File: src/design/ipd_pkg.sv
// Shared constants, types and the arctangent table of the proximity-to-distance pipeline.
package ipd_pkg;

  localparam int SENSOR_COUNT = 8;
  localparam int CORDIC_STEPS = 16;

  localparam int DW = 17;   // clamped divisor
  localparam int TW = 38;   // offset angle word before reduction
  localparam int XW = 34;   // CORDIC x and y
  localparam int ZW = 34;   // CORDIC residual angle
  localparam int CW = 17;   // cosine, Q.16
  localparam int NW = 49;   // dividend and quotient
  localparam int QW = 49;   // signed delta product
  localparam int SW = 51;   // root argument before scaling
  localparam int RW = 36;   // radicand
  localparam int ROOTW = RW / 2;
  localparam int REMW = ROOTW + 2;
  localparam int RED_STEPS = 6;

  localparam logic [TW-1:0] PI30 = 38'd3373259426;
  localparam logic [TW-1:0] PI30_X21 = 38'd70838447946;
  localparam logic [TW-1:0] HALF30 = 38'd1686629713;
  localparam logic signed [XW-1:0] GAIN30 = 34'sd652032874;
  localparam logic signed [XW-1:0] ONE30 = 34'sd1073741824;

  localparam logic [2:0] REG_ALPHA = 3'd0;
  localparam logic [2:0] REG_BETA = 3'd1;
  localparam logic [2:0] REG_DELTA = 3'd2;
  localparam logic [2:0] REG_XI = 3'd3;
  localparam logic [2:0] REG_OFS_LOW = 3'd4;
  localparam logic [2:0] REG_OFS_HIGH = 3'd5;

  typedef struct packed {
    logic valid;
    logic clamped;
    logic negative;
  } ctl_t;

  typedef struct packed {
    logic signed [XW-1:0] x;
    logic signed [XW-1:0] y;
    logic signed [ZW-1:0] z;
    logic [DW-1:0] d;
  } cord_t;

  typedef struct packed {
    logic [NW-1:0] num;
    logic [DW-1:0] rem;
    logic [NW-1:0] quot;
    logic [DW-1:0] d;
    logic signed [QW-1:0] q;
  } divs_t;

  typedef struct packed {
    logic [RW-1:0] rad;
    logic [REMW-1:0] rem;
    logic [ROOTW-1:0] root;
  } sqs_t;

  function automatic logic [29:0] atan_q30(input logic [4:0] i);
    logic [29:0] a;
    case (i)
      5'd0: a = 30'd843314857;
      5'd1: a = 30'd497837829;
      5'd2: a = 30'd263043837;
      5'd3: a = 30'd133525159;
      5'd4: a = 30'd67021687;
      5'd5: a = 30'd33543516;
      5'd6: a = 30'd16775851;
      5'd7: a = 30'd8388437;
      5'd8: a = 30'd4194283;
      5'd9: a = 30'd2097149;
      5'd10: a = 30'd1048576;
      5'd11: a = 30'd524288;
      5'd12: a = 30'd262144;
      5'd13: a = 30'd131072;
      5'd14: a = 30'd65536;
      5'd15: a = 30'd32768;
      5'd16: a = 30'd16384;
      5'd17: a = 30'd8192;
      5'd18: a = 30'd4096;
      5'd19: a = 30'd2048;
      5'd20: a = 30'd1024;
      5'd21: a = 30'd512;
      5'd22: a = 30'd256;
      5'd23: a = 30'd128;
      default: a = 30'd0;
    endcase
    return a;
  endfunction

endpackage

File: src/design/ipd_sqrt_cell.sv
// One root bit of the digit-by-digit square root with its output register.
module ipd_sqrt_cell (
  input  logic          clk,
  input  logic          rst,
  input  ipd_pkg::ctl_t ctl_in,
  input  ipd_pkg::sqs_t dat_in,
  output ipd_pkg::ctl_t ctl_out,
  output ipd_pkg::sqs_t dat_out
);

  logic [ipd_pkg::REMW+1:0] rem2;
  logic [ipd_pkg::REMW+1:0] trial;
  logic fits;
  ipd_pkg::sqs_t dat_next;

  always_comb begin
    rem2 = {dat_in.rem, dat_in.rad[ipd_pkg::RW-1:ipd_pkg::RW-2]};
    trial = {2'b00, dat_in.root, 2'b01};
    fits = rem2 >= trial;
    dat_next.rad = {dat_in.rad[ipd_pkg::RW-3:0], 2'b00};
    dat_next.root = {dat_in.root[ipd_pkg::ROOTW-2:0], fits};
    if (fits) begin
      dat_next.rem = ipd_pkg::REMW'(rem2 - trial);
    end else begin
      dat_next.rem = rem2[ipd_pkg::REMW-1:0];
    end
  end

  always_ff @(posedge clk) begin
    if (rst) begin
      ctl_out.valid <= 1'b0;
    end else begin
      ctl_out <= ctl_in;
    end
    dat_out <= dat_next;
  end

endmodule

File: config.mk
export PLATFORM = sky130hd
export DESIGN_NAME = ipd_sqrt_cell
export DESIGN_NICKNAME = d
export VERILOG_FILES = /design/src/design/ipd_pkg.sv /design/src/design/ipd_sqrt_cell.sv
export SDC_FILE = /design/constraint.sdc
export NUM_CORES = 1
export LEC_CHECK = 0
export ABC_AREA = 1
export BUFFER_PORTS_ARGS = -buffer_cell sky130_fd_sc_hd__buf_2
export CORE_ASPECT_RATIO = 0.9
export CORE_UTILIZATION = 25
export CTS_CLUSTER_DIAMETER = 150
export DETAILED_ROUTE_END_ITERATION = 7
export PLACE_DENSITY = 0.59
export SYNTH_ARGS = -nofsm -noshare
export SYNTH_HDL_FRONTEND = slang
export SYNTH_SLANG_ARGS = --single-unit
export TNS_END_PERCENT = 100
File: constraint.sdc
create_clock -name clk -period 1.65 [get_ports clk]
set_input_delay 0.165 -clock clk [delete_from_list [all_inputs] [get_ports clk]]
set_output_delay 0.165 -clock clk [all_outputs]
set_load 0.05 [all_outputs]
* Word level (Yosys, flattened, before mapping) *
Index checks and enable logic that the tools add are counted.

storage, ports and cells
  register bits after elaboration = 75
  input port bits = 79
  output and inout port bits = 77

cells by class
  $add $sub $neg = 1
  order comparisons = 1
  mux-type cells = 1

operator list
  operator          number
  $ge A22 B20 Y1    1
  $mux W20          1
  $sub A20 B20 Y20  1

* Depth between registers and ports, before layout *
  depth after elaboration = 2
  mapped depth = 14

* Worst setup path before layout *
OpenSTA, ideal clock, no wires.

  path type = in2reg
  start = input port dat_in[3] (netlist name)
  end = register dat_out[18] (netlist name)
  data arrival time = 1.467 ns
  required time = 1.538 ns
  path slack = 0.071 ns
  cell stages on the path = 14
  cell sequence = inv_1 ha_1 nand2_1 nor2_1 nand2_1 nand3_2 nand2_1 nand2_1 nand2_2 nand2_4 inv_4 buf_8 nand2_2 nand2_1

RTL lines
  element               line                 source
  start, declared       ipd_sqrt_cell.sv:6   input ipd_pkg::sqs_t dat_in,
  end signal, assigned  ipd_sqrt_cell.sv:35  dat_out <= dat_next;
  end, declared         ipd_sqrt_cell.sv:8   output ipd_pkg::sqs_t dat_out

==> impl_metrics.json <==
{
  "path_cells": "buf_2 > inv_1 > ha_1 > nand2_1 > nand2_1 > nand2_1 > nand3_2 > nand2_1 > nand2_1 > nand2_2 > nand2_4 > buf_4 > nand3_1 > nand2_1",
  "grt_util_all_layers_pct": 14.7,
  "drc": 0,
  "setup_viol": 0,
  "synth_edf_count": 2,
  "finalHoldViolations": 0,
  "multi_input_area_um2": 1350,
  "grt_pass1_vias": 3319,
  "hold_path.class": "in -> reg",
  "io_buffers": 153,
  "drt-initial-drc-count": 104,
  "numCtsBuffers": 9,
  "rows": 38,
  "drv_cap": 0,
  "power_per_cell_area_nw_per_um2": 1050,
  "finalCritPeriodShare_pct": 91.4,
  "crit_path_max_fanout": 11,
  "cts.sinks": 75,
  "synth-seq-cells": 75,
  "mostFrequentLayoutCell": "buf_2",
  "die_x_um": 121,
  "root_buffer": "clkbuf_16",
  "cp-start-kind": "primary input",
  "overflow": 0,
  "synth_cell_types": 27,
  "n_antenna_cell": 0,
  "routedWlPerCell_um": 11.4,
  "p_total_mw": 5.61,
  "cts_tree": "built",
  "drtPass1Iterations": 4,
  "grt_max_degree": 16,
  "synth.largest_area_cell": "dfxtp_1",
  "syn-cell-area_um2": 3170,
  "setup_tns_ps": 0,
  "gp_congestion": 0.792,
  "mostFrequentLayoutCells": "buf_2, nand2_1, dfxtp_1",
  "end_kind": "flop",
  "worstSetupPathType": "in -> reg",
  "critPathArrivalTime_ps": 1740,
  "layout-drive-gt1-share_pct": 35.9,
  "grt_pass1_wl_mm": 14.7,
  "nets": 773,
  "crit_top_cell": "nand2_1",
  "path_clk_slew_ps": 60,
  "synth_area_per_cell_um2": 7.80,
  "routed_via_density": 4.01,
  "h-tree-depth": 3,
  "p_leak_nw": 2.94,
  "regArea_um2": 1520,
  "finalMaxSlewViolations": 0,
  "synthFlopType": "dfxtp_1",
  "layout_setup_ws_ps": 142,
  "hold_depth": 2,
  "place_ws_ps": -248,
  "start_util_pct": 25.9,
  "min_period_ps": 1510,
  "status": "completed",
  "wirelength_mm": 9.59,
  "ios": 156,
  "die_area_um2": 13100,
  "netlist_instances": 406,
  "antenna_found_initial": 0,
  "synth-async-reset-ratio_pct": 0,
  "antenna_left": 0,
  "synthToLayoutAreaGrowth_pct": 68.4,
  "max_freq_mhz": 663,
  "chipHeight_um": 109,
  "post-route-util_pct": 43.6,
  "n_fill_cell": 1207,
  "cp_slowest_cell": "ha_1",
  "peakVddDrop_mv": 0.513,
  "cts_buffer_depth": 2,
  "synth_top_area_share_pct": 46.2,
  "dp_hpwl_mm": 7.58,
  "synth-warning-count": 0,
  "slowest_delay_ps": 370,
  "yosys-top-cells-area": "dfxtp_1, nand2_1, ha_1, inv_1, nand3_1",
  "seq_area_frac_synth_pct": 48.1,
  "post_cts_buffers": 0,
  "num_vias": 3366,
  "fp.coreArea_um2": 12200,
  "required_ps": 1880
}
-- synthesized netlist by cell type (3+ instances only) --
cell and instances:
nor2_1 24, xor2_1 7, o21ai_0 3, nand3b_1 4
nand2_2 11, ha_1 20, dfxtp_1 73, nand2_1 134
inv_1 65, nor3_1 3, nand3_1 25, a21oi_1 14
-- kinds of logic (layout without fill, tap and decap cells) --
| group | count (synthesis) | in the layout | synth area share [%] |
|---|---|---|---|
| xor gates and xnor gates | 9 | 9 | 2.49 |
| buffers and inverters | 71 | 343 | 9.56 |
| adders and majority gates | 20 | 20 | 7.91 |
| AOI/OAI and AO/OA | 23 | 23 | 4.11 |
| other | 1 | 2 | 0.118 |
| DFF | 75 | 75 | 48.1 |
| and+or+nand+nor | 207 | 207 | 27.7 |
-- state kept, by name, summed over array words and instances (netlist names) --
signal and cells:
ctl_out 3, dat_out 72
-- power breakdown --
group	switching, mW	total, mW	internal [mW]
Sequential	0.0422	2.03	1.99
Clock	0.823	1.87	1.04
Combinational	1.13	1.71	0.584
-- worst max-delay path, delay by kind of cell --
family / cells / cell delay [ps]
buf+inv: 3 / 320
fa+ha+maj: 1 / 370
simple gates: 10 / 890
-- path summary, 6_finish.rpt --
check  startpoint           to
max     dat_in[1]  dat_out[35]
min     dat_in[6]   dat_out[7]
-- through the flow --
| stage | instances | hold slack [ps] | area (um^2) |
|---|---|---|---|
| floorplan | 407 | 193 | 3170 |
| global placement | 773 | 267 | 4540 |
| detailed placement | 773 | 269 | 4540 |
| CTS | 839 | 9.35 | 5330 |
| global route | 839 | 24.8 | 5330 |
| finish | 839 | 24.3 | 5330 |
-- layer usage --
layer	up-vias	wire length (um)	global-route usage (%)
met5	-	0	0
met4	0	269	7.85
met3	17	711	4.55
met2	116	4410	25.8
met1	1458	4200	16.1
li1	1775	-	-
-- cell type report --
| cell class | count | share of cell area, % |
|---|---|---|
| multi-input cells | 261 | 25.3 |
| clock buffers | 9 | 4.23 |
| well taps | 160 | 3.76 |
| flip-flops and latches | 75 | 28.5 |
| inverters | 66 | 4.69 |
| clock inverters | 7 | 1.10 |
| repair buffers | 261 | 32.4 |
-- repair_timing --
item	4_1_cts	5_1_grt
endpoints found under the setup margin	0	10
resized for setup	0	1
hold buffers	50	0
endpoints found under the hold margin	50	0
No activity file was read; power rests on OpenSTA's default activity.
