===== config.mk =====
export PLATFORM = sky130hd
export DESIGN_NAME = ipd_div_cell
export DESIGN_NICKNAME = d
export VERILOG_FILES = /design/src/design/ipd_pkg.sv /design/src/design/ipd_div_cell.sv
export SDC_FILE = /design/constraint.sdc
export NUM_CORES = 1
export LEC_CHECK = 0
export BUFFER_PORTS_ARGS = -buffer_cell sky130_fd_sc_hd__buf_2
export CAP_MARGIN = 20
export CELL_PAD_IN_SITES_DETAIL_PLACEMENT = 1
export CELL_PAD_IN_SITES_GLOBAL_PLACEMENT = 2
export CORE_ASPECT_RATIO = 1.75
export CORE_MARGIN = 8
export CORE_UTILIZATION = 22
export DETAILED_ROUTE_END_ITERATION = 7
export HOLD_SLACK_MARGIN = 0.1
export PLACE_DENSITY_LB_ADDON = 0.1
export SYNTH_ARGS = -nofsm -noshare
export SYNTH_HDL_FRONTEND = slang
export SYNTH_SLANG_ARGS = --single-unit

===== constraint.sdc =====
create_clock -name clk -period 3.1 [get_ports clk]
set_clock_uncertainty 0.15 [all_clocks]
set_input_delay 0.62 -clock clk [delete_from_list [all_inputs] [get_ports clk]]
set_output_delay 0.62 -clock clk [all_outputs]
set_load 0.02 [all_outputs]

===== src/design/ipd_pkg.sv =====
// Shared constants, types and the arctangent table of the proximity-to-distance pipeline.
package ipd_pkg;

  localparam int SENSOR_COUNT = 8;
  localparam int CORDIC_STEPS = 16;

  localparam int DW = 17;   // clamped divisor
  localparam int TW = 38;   // offset angle word before reduction
  localparam int XW = 34;   // CORDIC x and y
  localparam int ZW = 34;   // CORDIC residual angle
  localparam int CW = 17;   // cosine, Q.16
  localparam int NW = 49;   // dividend and quotient
  localparam int QW = 49;   // signed delta product
  localparam int SW = 51;   // root argument before scaling
  localparam int RW = 36;   // radicand
  localparam int ROOTW = RW / 2;
  localparam int REMW = ROOTW + 2;
  localparam int RED_STEPS = 6;

  localparam logic [TW-1:0] PI30 = 38'd3373259426;
  localparam logic [TW-1:0] PI30_X21 = 38'd70838447946;
  localparam logic [TW-1:0] HALF30 = 38'd1686629713;
  localparam logic signed [XW-1:0] GAIN30 = 34'sd652032874;
  localparam logic signed [XW-1:0] ONE30 = 34'sd1073741824;

  localparam logic [2:0] REG_ALPHA = 3'd0;
  localparam logic [2:0] REG_BETA = 3'd1;
  localparam logic [2:0] REG_DELTA = 3'd2;
  localparam logic [2:0] REG_XI = 3'd3;
  localparam logic [2:0] REG_OFS_LOW = 3'd4;
  localparam logic [2:0] REG_OFS_HIGH = 3'd5;

  typedef struct packed {
    logic valid;
    logic clamped;
    logic negative;
  } ctl_t;

  typedef struct packed {
    logic signed [XW-1:0] x;
    logic signed [XW-1:0] y;
    logic signed [ZW-1:0] z;
    logic [DW-1:0] d;
  } cord_t;

  typedef struct packed {
    logic [NW-1:0] num;
    logic [DW-1:0] rem;
    logic [NW-1:0] quot;
    logic [DW-1:0] d;
    logic signed [QW-1:0] q;
  } divs_t;

  typedef struct packed {
    logic [RW-1:0] rad;
    logic [REMW-1:0] rem;
    logic [ROOTW-1:0] root;
  } sqs_t;

  function automatic logic [29:0] atan_q30(input logic [4:0] i);
    logic [29:0] a;
    case (i)
      5'd0: a = 30'd843314857;
      5'd1: a = 30'd497837829;
      5'd2: a = 30'd263043837;
      5'd3: a = 30'd133525159;
      5'd4: a = 30'd67021687;
      5'd5: a = 30'd33543516;
      5'd6: a = 30'd16775851;
      5'd7: a = 30'd8388437;
      5'd8: a = 30'd4194283;
      5'd9: a = 30'd2097149;
      5'd10: a = 30'd1048576;
      5'd11: a = 30'd524288;
      5'd12: a = 30'd262144;
      5'd13: a = 30'd131072;
      5'd14: a = 30'd65536;
      5'd15: a = 30'd32768;
      5'd16: a = 30'd16384;
      5'd17: a = 30'd8192;
      5'd18: a = 30'd4096;
      5'd19: a = 30'd2048;
      5'd20: a = 30'd1024;
      5'd21: a = 30'd512;
      5'd22: a = 30'd256;
      5'd23: a = 30'd128;
      default: a = 30'd0;
    endcase
    return a;
  endfunction

endpackage


===== src/design/ipd_div_cell.sv =====
// One quotient bit of the restoring divider with its output register.
module ipd_div_cell (
  input  logic           clk,
  input  logic           rst,
  input  ipd_pkg::ctl_t  ctl_in,
  input  ipd_pkg::divs_t dat_in,
  output ipd_pkg::ctl_t  ctl_out,
  output ipd_pkg::divs_t dat_out
);

  logic [ipd_pkg::DW:0] rem2;
  logic fits;
  ipd_pkg::divs_t dat_next;

  always_comb begin
    rem2 = {dat_in.rem, dat_in.num[ipd_pkg::NW-1]};
    fits = rem2 >= {1'b0, dat_in.d};
    dat_next = dat_in;
    dat_next.num = {dat_in.num[ipd_pkg::NW-2:0], 1'b0};
    dat_next.quot = {dat_in.quot[ipd_pkg::NW-2:0], fits};
    if (fits) begin
      dat_next.rem = ipd_pkg::DW'(rem2 - {1'b0, dat_in.d});
    end else begin
      dat_next.rem = rem2[ipd_pkg::DW-1:0];
    end
  end

  always_ff @(posedge clk) begin
    if (rst) begin
      ctl_out.valid <= 1'b0;
    end else begin
      ctl_out <= ctl_in;
    end
    dat_out <= dat_next;
  end

endmodule


### After elaboration in Yosys (flattened, before gate mapping)

Index checks and enable logic that the tools add are counted.

* bits in registers: 183
* input port bits: 186
* output and inout bits: 184
* word-level logic and storage cells: 11

* add/subtract/negate cells: 1
* order comparisons: 1
* muxes and demuxes: 1

Operators by type and width (number)
* 18-bit by 17-bit >= comparator with 1-bit output: 1
* 17-bit 2-to-1 mux: 1
* 17-bit subtractor: 1

### Longest topological paths before layout

Gate-level depths: netlist (run 1).

* depth after elaboration: 2
* mapped depth: 12
* depth with buffers taken out: 11

### Worst setup path after synthesis (run 1)

Ideal clock, no wire load.

* path type: input to register
* start point: input dat_in[180] (netlist bit)
* end point: register dat_out[118] (netlist bit)
* setup time: 121 ps
* arrival: 2460 ps
* data required time: 2829 ps
* setup slack: 369 ps
* cell stages on the path: 12
* path buffers: 1
* cell sequence: inv_1 > ha_1 > inv_1 > fa_1 > a21oi_1 > or3_4 > a21oi_4 > o21bai_4 > and2_4 > buf_12 > inv_12 > mux2_4

RTL lines
* start, declared: RTL line ipd_div_cell.sv:6 `input ipd_pkg::divs_t dat_in,`
* end signal, assigned: RTL line ipd_div_cell.sv:34 `dat_out <= dat_next;`
* end, declared: RTL line ipd_div_cell.sv:8 `output ipd_pkg::divs_t dat_out`

==> results of run 1 <==
## cell families after synthesis
logic type | synth area share [%]
buffers and inverters | 2.66
flip-flops | 75.4
AND/OR/NAND/NOR | 4.66
multiplexers | 3.28
other | 0.0767
XOR/XNOR | 1.97
adder cells (fa/ha/maj) | 4.76
AO/OA/AOI/OAI | 7.22
## worst max-delay path: stages
cell	delay, ns
buf_2	0.11
inv_1	0.05
ha_1	0.15
inv_1	0.05
fa_1	0.41
a21oi_1	0.29
or3_4	0.20
nand2_1	0.10
a31o_2	0.31
xor2_1	0.14
mux2_4	0.26
## cell type report
class / count / area, sq um
fillers: 2585 / 14300
flip-flops and latches: 183 / 3680
repair buffers: 373 / 1890
multi-input cells: 130 / 1070
clock buffers: 19 / 454
well taps: 296 / 370
clock inverters: 13 / 141
inverters: 24 / 103
diodes: 2 / 5.00
## routing by layer
layer	vias to the layer above	GRT usage [%]	wire length, microns
li1	1907	-	-
met1	1902	11.4	6000
met2	201	29.4	12300
met3	33	6.73	2240
met4	8	7.78	560
met5	-	0	59
## worst max path at each step
| stage | slack [ns] | startpoint | cells after the start | endpoint |
|---|---|---|---|---|
| 3_5_place_dp | 0.09 | dat_in[180] | 11 | dat_out[127]$_DFF_P_ |
| 6_report | 0.57 | dat_in[180] | 11 | dat_out[127]$_DFF_P_ |
| 4_1_cts | 0.57 | dat_in[180] | 11 | dat_out[127]$_DFF_P_ |
| 2_1_floorplan | 0.37 | dat_in[180] | 12 | dat_out[118]$_DFF_P_ |
| 5_1_grt | 0.44 | dat_in[180] | 11 | dat_out[125]$_DFF_P_ |
| 3_3_place_gp | 0.09 | dat_in[180] | 11 | dat_out[127]$_DFF_P_ |
## cells in the final DEF (no fill, tap or decap), drive strengths merged, types with 4 or more instances in the layout
master / netlist / layout
nor3: 4 / 4
ha: 17 / 17
o21ai: 7 / 7
a21oi: 15 / 15
clkbuf: 0 / 19
clkinv: 0 / 4
nand3: 8 / 8
dfxtp: 181 / 181
nand2: 9 / 9
and2: 4 / 4
o31ai: 4 / 4
buf: 2 / 370
nor2: 6 / 6
mux2: 10 / 10
inv: 24 / 28
xnor2: 8 / 8
## power groups by stage
stage	Combinational, mW	Clock [mW]	Sequential [mW]
3_5_place_dp	0.820	0	2.61
2_1_floorplan	0.224	0	2.82
4_1_cts	0.826	2.28	2.55
6_report	0.802	2.18	2.55
5_1_grt	0.867	2.38	2.57
3_3_place_gp	0.814	0	2.60
## sequential cells by signal (all words and copies together), names as in the netlist
signal and flops:
dat_out 180, ctl_out 3
## repair_timing
| item | CTS | global route |
|---|---|---|
| hold buffers | 3 | 0 |
| endpoints found under the hold margin | 3 | 0 |
| gates resized for setup | 0 | 0 |
==> results_dict.tcl, run 1 <==
set metrics [dict create \
    status "completed" \
    place_ws_ns 0.0901 \
    totalWireLength_mm 21.2 \
    p_sw_share_pct 26.3 \
    power_frac_comb_pct 14.5 \
    finalHoldViolCount 0 \
    dieArea_sq_um 27400 \
    fin_ws_ns 0.570 \
    critical_path_class "input port to register" \
    grt_pass1_wl_mm 28.8 \
    start_kind "input port" \
    synth.most_common_cell "dfxtp_1" \
    cts_max_level 4 \
    synth_warnings 0 \
    ys_seq_area_share_pct 75.4 \
    clock_path_buffers 2 \
    path_max_fanout 3 \
    start_util_pct 22.2 \
    grt_pass1_vias 4446 \
    powerDensity_nw_per_um2 717 \
    io_buffers 367 \
    avgSynthCellArea_sq_um 14.4 \
    setup_viol 0 \
    holdCritStartpoint "dat_in[93]" \
    wire_per_inst_microns 20.4 \
    synth.distinct_cells 48 \
    place_congestion 0.849 \
    ys.flop_type "dfxtp_1" \
    synth_edf_count 2 \
    slew_viol_final 0 \
    clock.fmax_mhz 395 \
    irDropWorstVdd_mv 0.289 \
    synth_top_area_cell "dfxtp_1" \
    dieWidth_microns 129 \
    numCtsBuffers 17 \
    synth_seq_cells 183 \
    finalNonFillerCells 1040 \
    gr-total-overflow 0 \
    finalNetCount 933 \
    worstPathArrival_ns 2.70 \
    dp_hpwl_mm 18.5 \
    vias 4051 \
    ys_top_cells_by_area "dfxtp_1, ha_1, mux2_4" \
    cts_sinks 183 \
    whs_path_depth 1 \
    rows 72 \
    hold-worst-slack_ns 0.136 \
    cap_violations 0 \
    io_pins 370 \
    yosys.area.top_type_share_pct 74.1 \
    synth_nets 543 \
    post-cts-setup-buffer-count 0 \
    power.switching_mw 1.46 \
    area_delta_synth_final_pct 58.0 \
    grt_antenna_before_repair 7 \
    placed_area_sq_um 7090 \
    clkTransAtPathRegs_ns 0.07 \
    drt_iter0_drc 143 \
    min_period_ns 2.53 \
    drc 0 \
    core_area_sq_um 22000 \
    end_kind "register" \
    post-route-util_pct 35.1 \
    synth_area_sq_um 4890 \
    p_leak_nw 3.89 \
    min_to "dat_out[94]$_DFF_P_" \
    async_flop_share_pct 0 \
    vias_per_cell 3.90 \
    synth_common_cells "dfxtp_1, inv_1, ha_1, a21oi_1, mux2_4" \
    cp_data_required_time_ns 3.27 \
    p_seq_share_pct 46.1 \
    die_h_microns 213 \
    clock-root-buffer "clkbuf_16" \
    fin_crit_sh_pct 81.6 \
    final_layout_size_suffix_gt1_share_pct 57.0 \
    rsz0062_at_grt "no" \
    p_int_mw 4.08 \
    track_usage_pct 14.8 \
    dp_cells 1003 \
    finalSetupTns_ns 0 \
    power.total_mw 5.54 \
    p_clk_share_pct 39.4 \
    grt_max_degree 17 \
    final_area_sq_um 7720 \
    antenna_left 0 \
    syn-instance-count 339 \
    tritoncts "built" \
    firstDrtPassIters 3 \
    hold_path.class "input port to register" \
]
(Power assumes the default switching activity.)
==> run 2, diff against run 1 <==
- clock period: 3.1 -> 2.65 ns (I/O delays scaled with it)
==> results_dict.tcl, run 2 (synthesis gave the netlist of run 1 again) <==
set metrics [dict create \
    status "completed" \
    core_area_sq_um 22000 \
    drc 0 \
    holdCritStartpoint "rst" \
    vias 4757 \
    start_kind "input port" \
    irDropWorstVdd_mv 0.348 \
    rsz0062_at_grt "no" \
    setup_viol 0 \
    die_h_microns 213 \
    rows 72 \
    totalWireLength_mm 24.3 \
    end_kind "register" \
    top_regs "dat_out (180), ctl_out (3)" \
    power.total_mw 6.90 \
    antenna_left 0 \
    critical_path_class "input port to register" \
    grt_antenna_before_repair 7 \
    worstPathArrival_ns 2.75 \
    gr-total-overflow 0 \
    dp_cells 1030 \
    layout_common_cells "buf_2, dfxtp_1, dlygate4sd3_1" \
    io_buffers 367 \
    cts_max_level 4 \
    vias_per_cell 3.87 \
    numCtsBuffers 17 \
    powerDensity_nw_per_um2 720 \
    start_util_pct 22.2 \
    crit_path_start "dat_in[64]" \
    tritoncts "built" \
    largest_reg_flops 180 \
    dieArea_sq_um 27400 \
    max_stage_delay_ns 0.52 \
    clock-root-buffer "clkbuf_16" \
    wire_per_inst_microns 19.8 \
    grt_max_degree 17 \
    post-cts-setup-buffer-count 0 \
    grt_pass1_wl_mm 34.3 \
    dp_hpwl_mm 18.3 \
    post-route-util_pct 43.6 \
    top_register "dat_out" \
    finalNetCount 1119 \
    clkTransAtPathRegs_ns 0.06 \
    crit_family "buffers and inverters" \
    path_max_fanout 10 \
    io_pins 370 \
    area_delta_synth_final_pct 96.0 \
    drt_iter0_drc 172 \
    clock_path_buffers 2 \
    cap_violations 0 \
    clock.fmax_mhz 387 \
    finalSetupTns_ns 0 \
    firstDrtPassIters 3 \
    crit_chain "dlygate4sd3_1 > buf_2 > inv_1 > ha_1 > a21o_1 > a211o_1 > a21oi_2 > and2_4 > inv_12 > mux2_4" \
    cp_num_buf_inv 4 \
    final_layout_size_suffix_gt1_share_pct 48.8 \
    finalNonFillerCells 1230 \
    track_usage_pct 17.3 \
    grt_pass1_vias 5371 \
    p_leak_nw 4.71 \
    finalHoldViolCount 0 \
    critPathSlowestCell "dlygate4sd3_1" \
    place_congestion 0.843 \
    hold_path.class "input port to register" \
    fin_crit_sh_pct 97.6 \
    cp_data_required_time_ns 2.81 \
    min_period_ns 2.59 \
    final_common_cell "buf_2" \
    cts_sinks 183 \
    slew_viol_final 0 \
    dieWidth_microns 129 \
]
==> run 2: what timing repair did <==
item | in CTS | in global routing
hold endpoints to repair | 162 | 0
hold buffers | 162 | 0
gates resized for setup | 0 | 3
endpoints found under the setup margin | 0 | 11
==> run 2: stage by stage <==
stage | hold slack [ns] | instance area, sq um | setup WS (ns)
finish | 0.130 | 9580 | 0.0645
detailed placement | 0.484 | 7290 | -0.251
floorplan | 0.408 | 4890 | 0.00893
global route | 0.116 | 9580 | 0.00736
global placement | 0.483 | 7290 | -0.232
CTS | 0.103 | 9540 | 0.0329
==> run 2: final timing paths <==
check,endpoint,depth (start not counted)
max,dat_out[118]$_DFF_P_,10
min,ctl_out[2]$_SDFF_PP0_,2
==> run 2: power breakdown <==
group,switching (mW),internal [mW],total (mW)
clock network,1.12,1.58,2.70
logic,0.631,0.571,1.20
registers,0.0483,2.94,2.99
total,1.80,5.10,6.90
==> run 2: metal layers <==
layer	share of wire (%)	GRT usage, %	vias to the layer above
met2	58	34.1	213
li1	-	-	2282
met4	3.4	8.80	2
met5	0.049	0	-
met1	30	14.4	2218
met3	8.3	6.38	42
==> run 2: cell type report <==
| cell class | instances | area, sq um |
|---|---|---|
| timing repair buffer | 559 | 3680 |
| antenna | 6 | 15.0 |
| clock buffer | 20 | 468 |
| fill | 2516 | 12400 |
| inverter | 24 | 103 |
| clock inverter | 12 | 163 |
| multi-input combinational | 130 | 1090 |
| sequential | 183 | 3680 |
| tap | 296 | 370 |
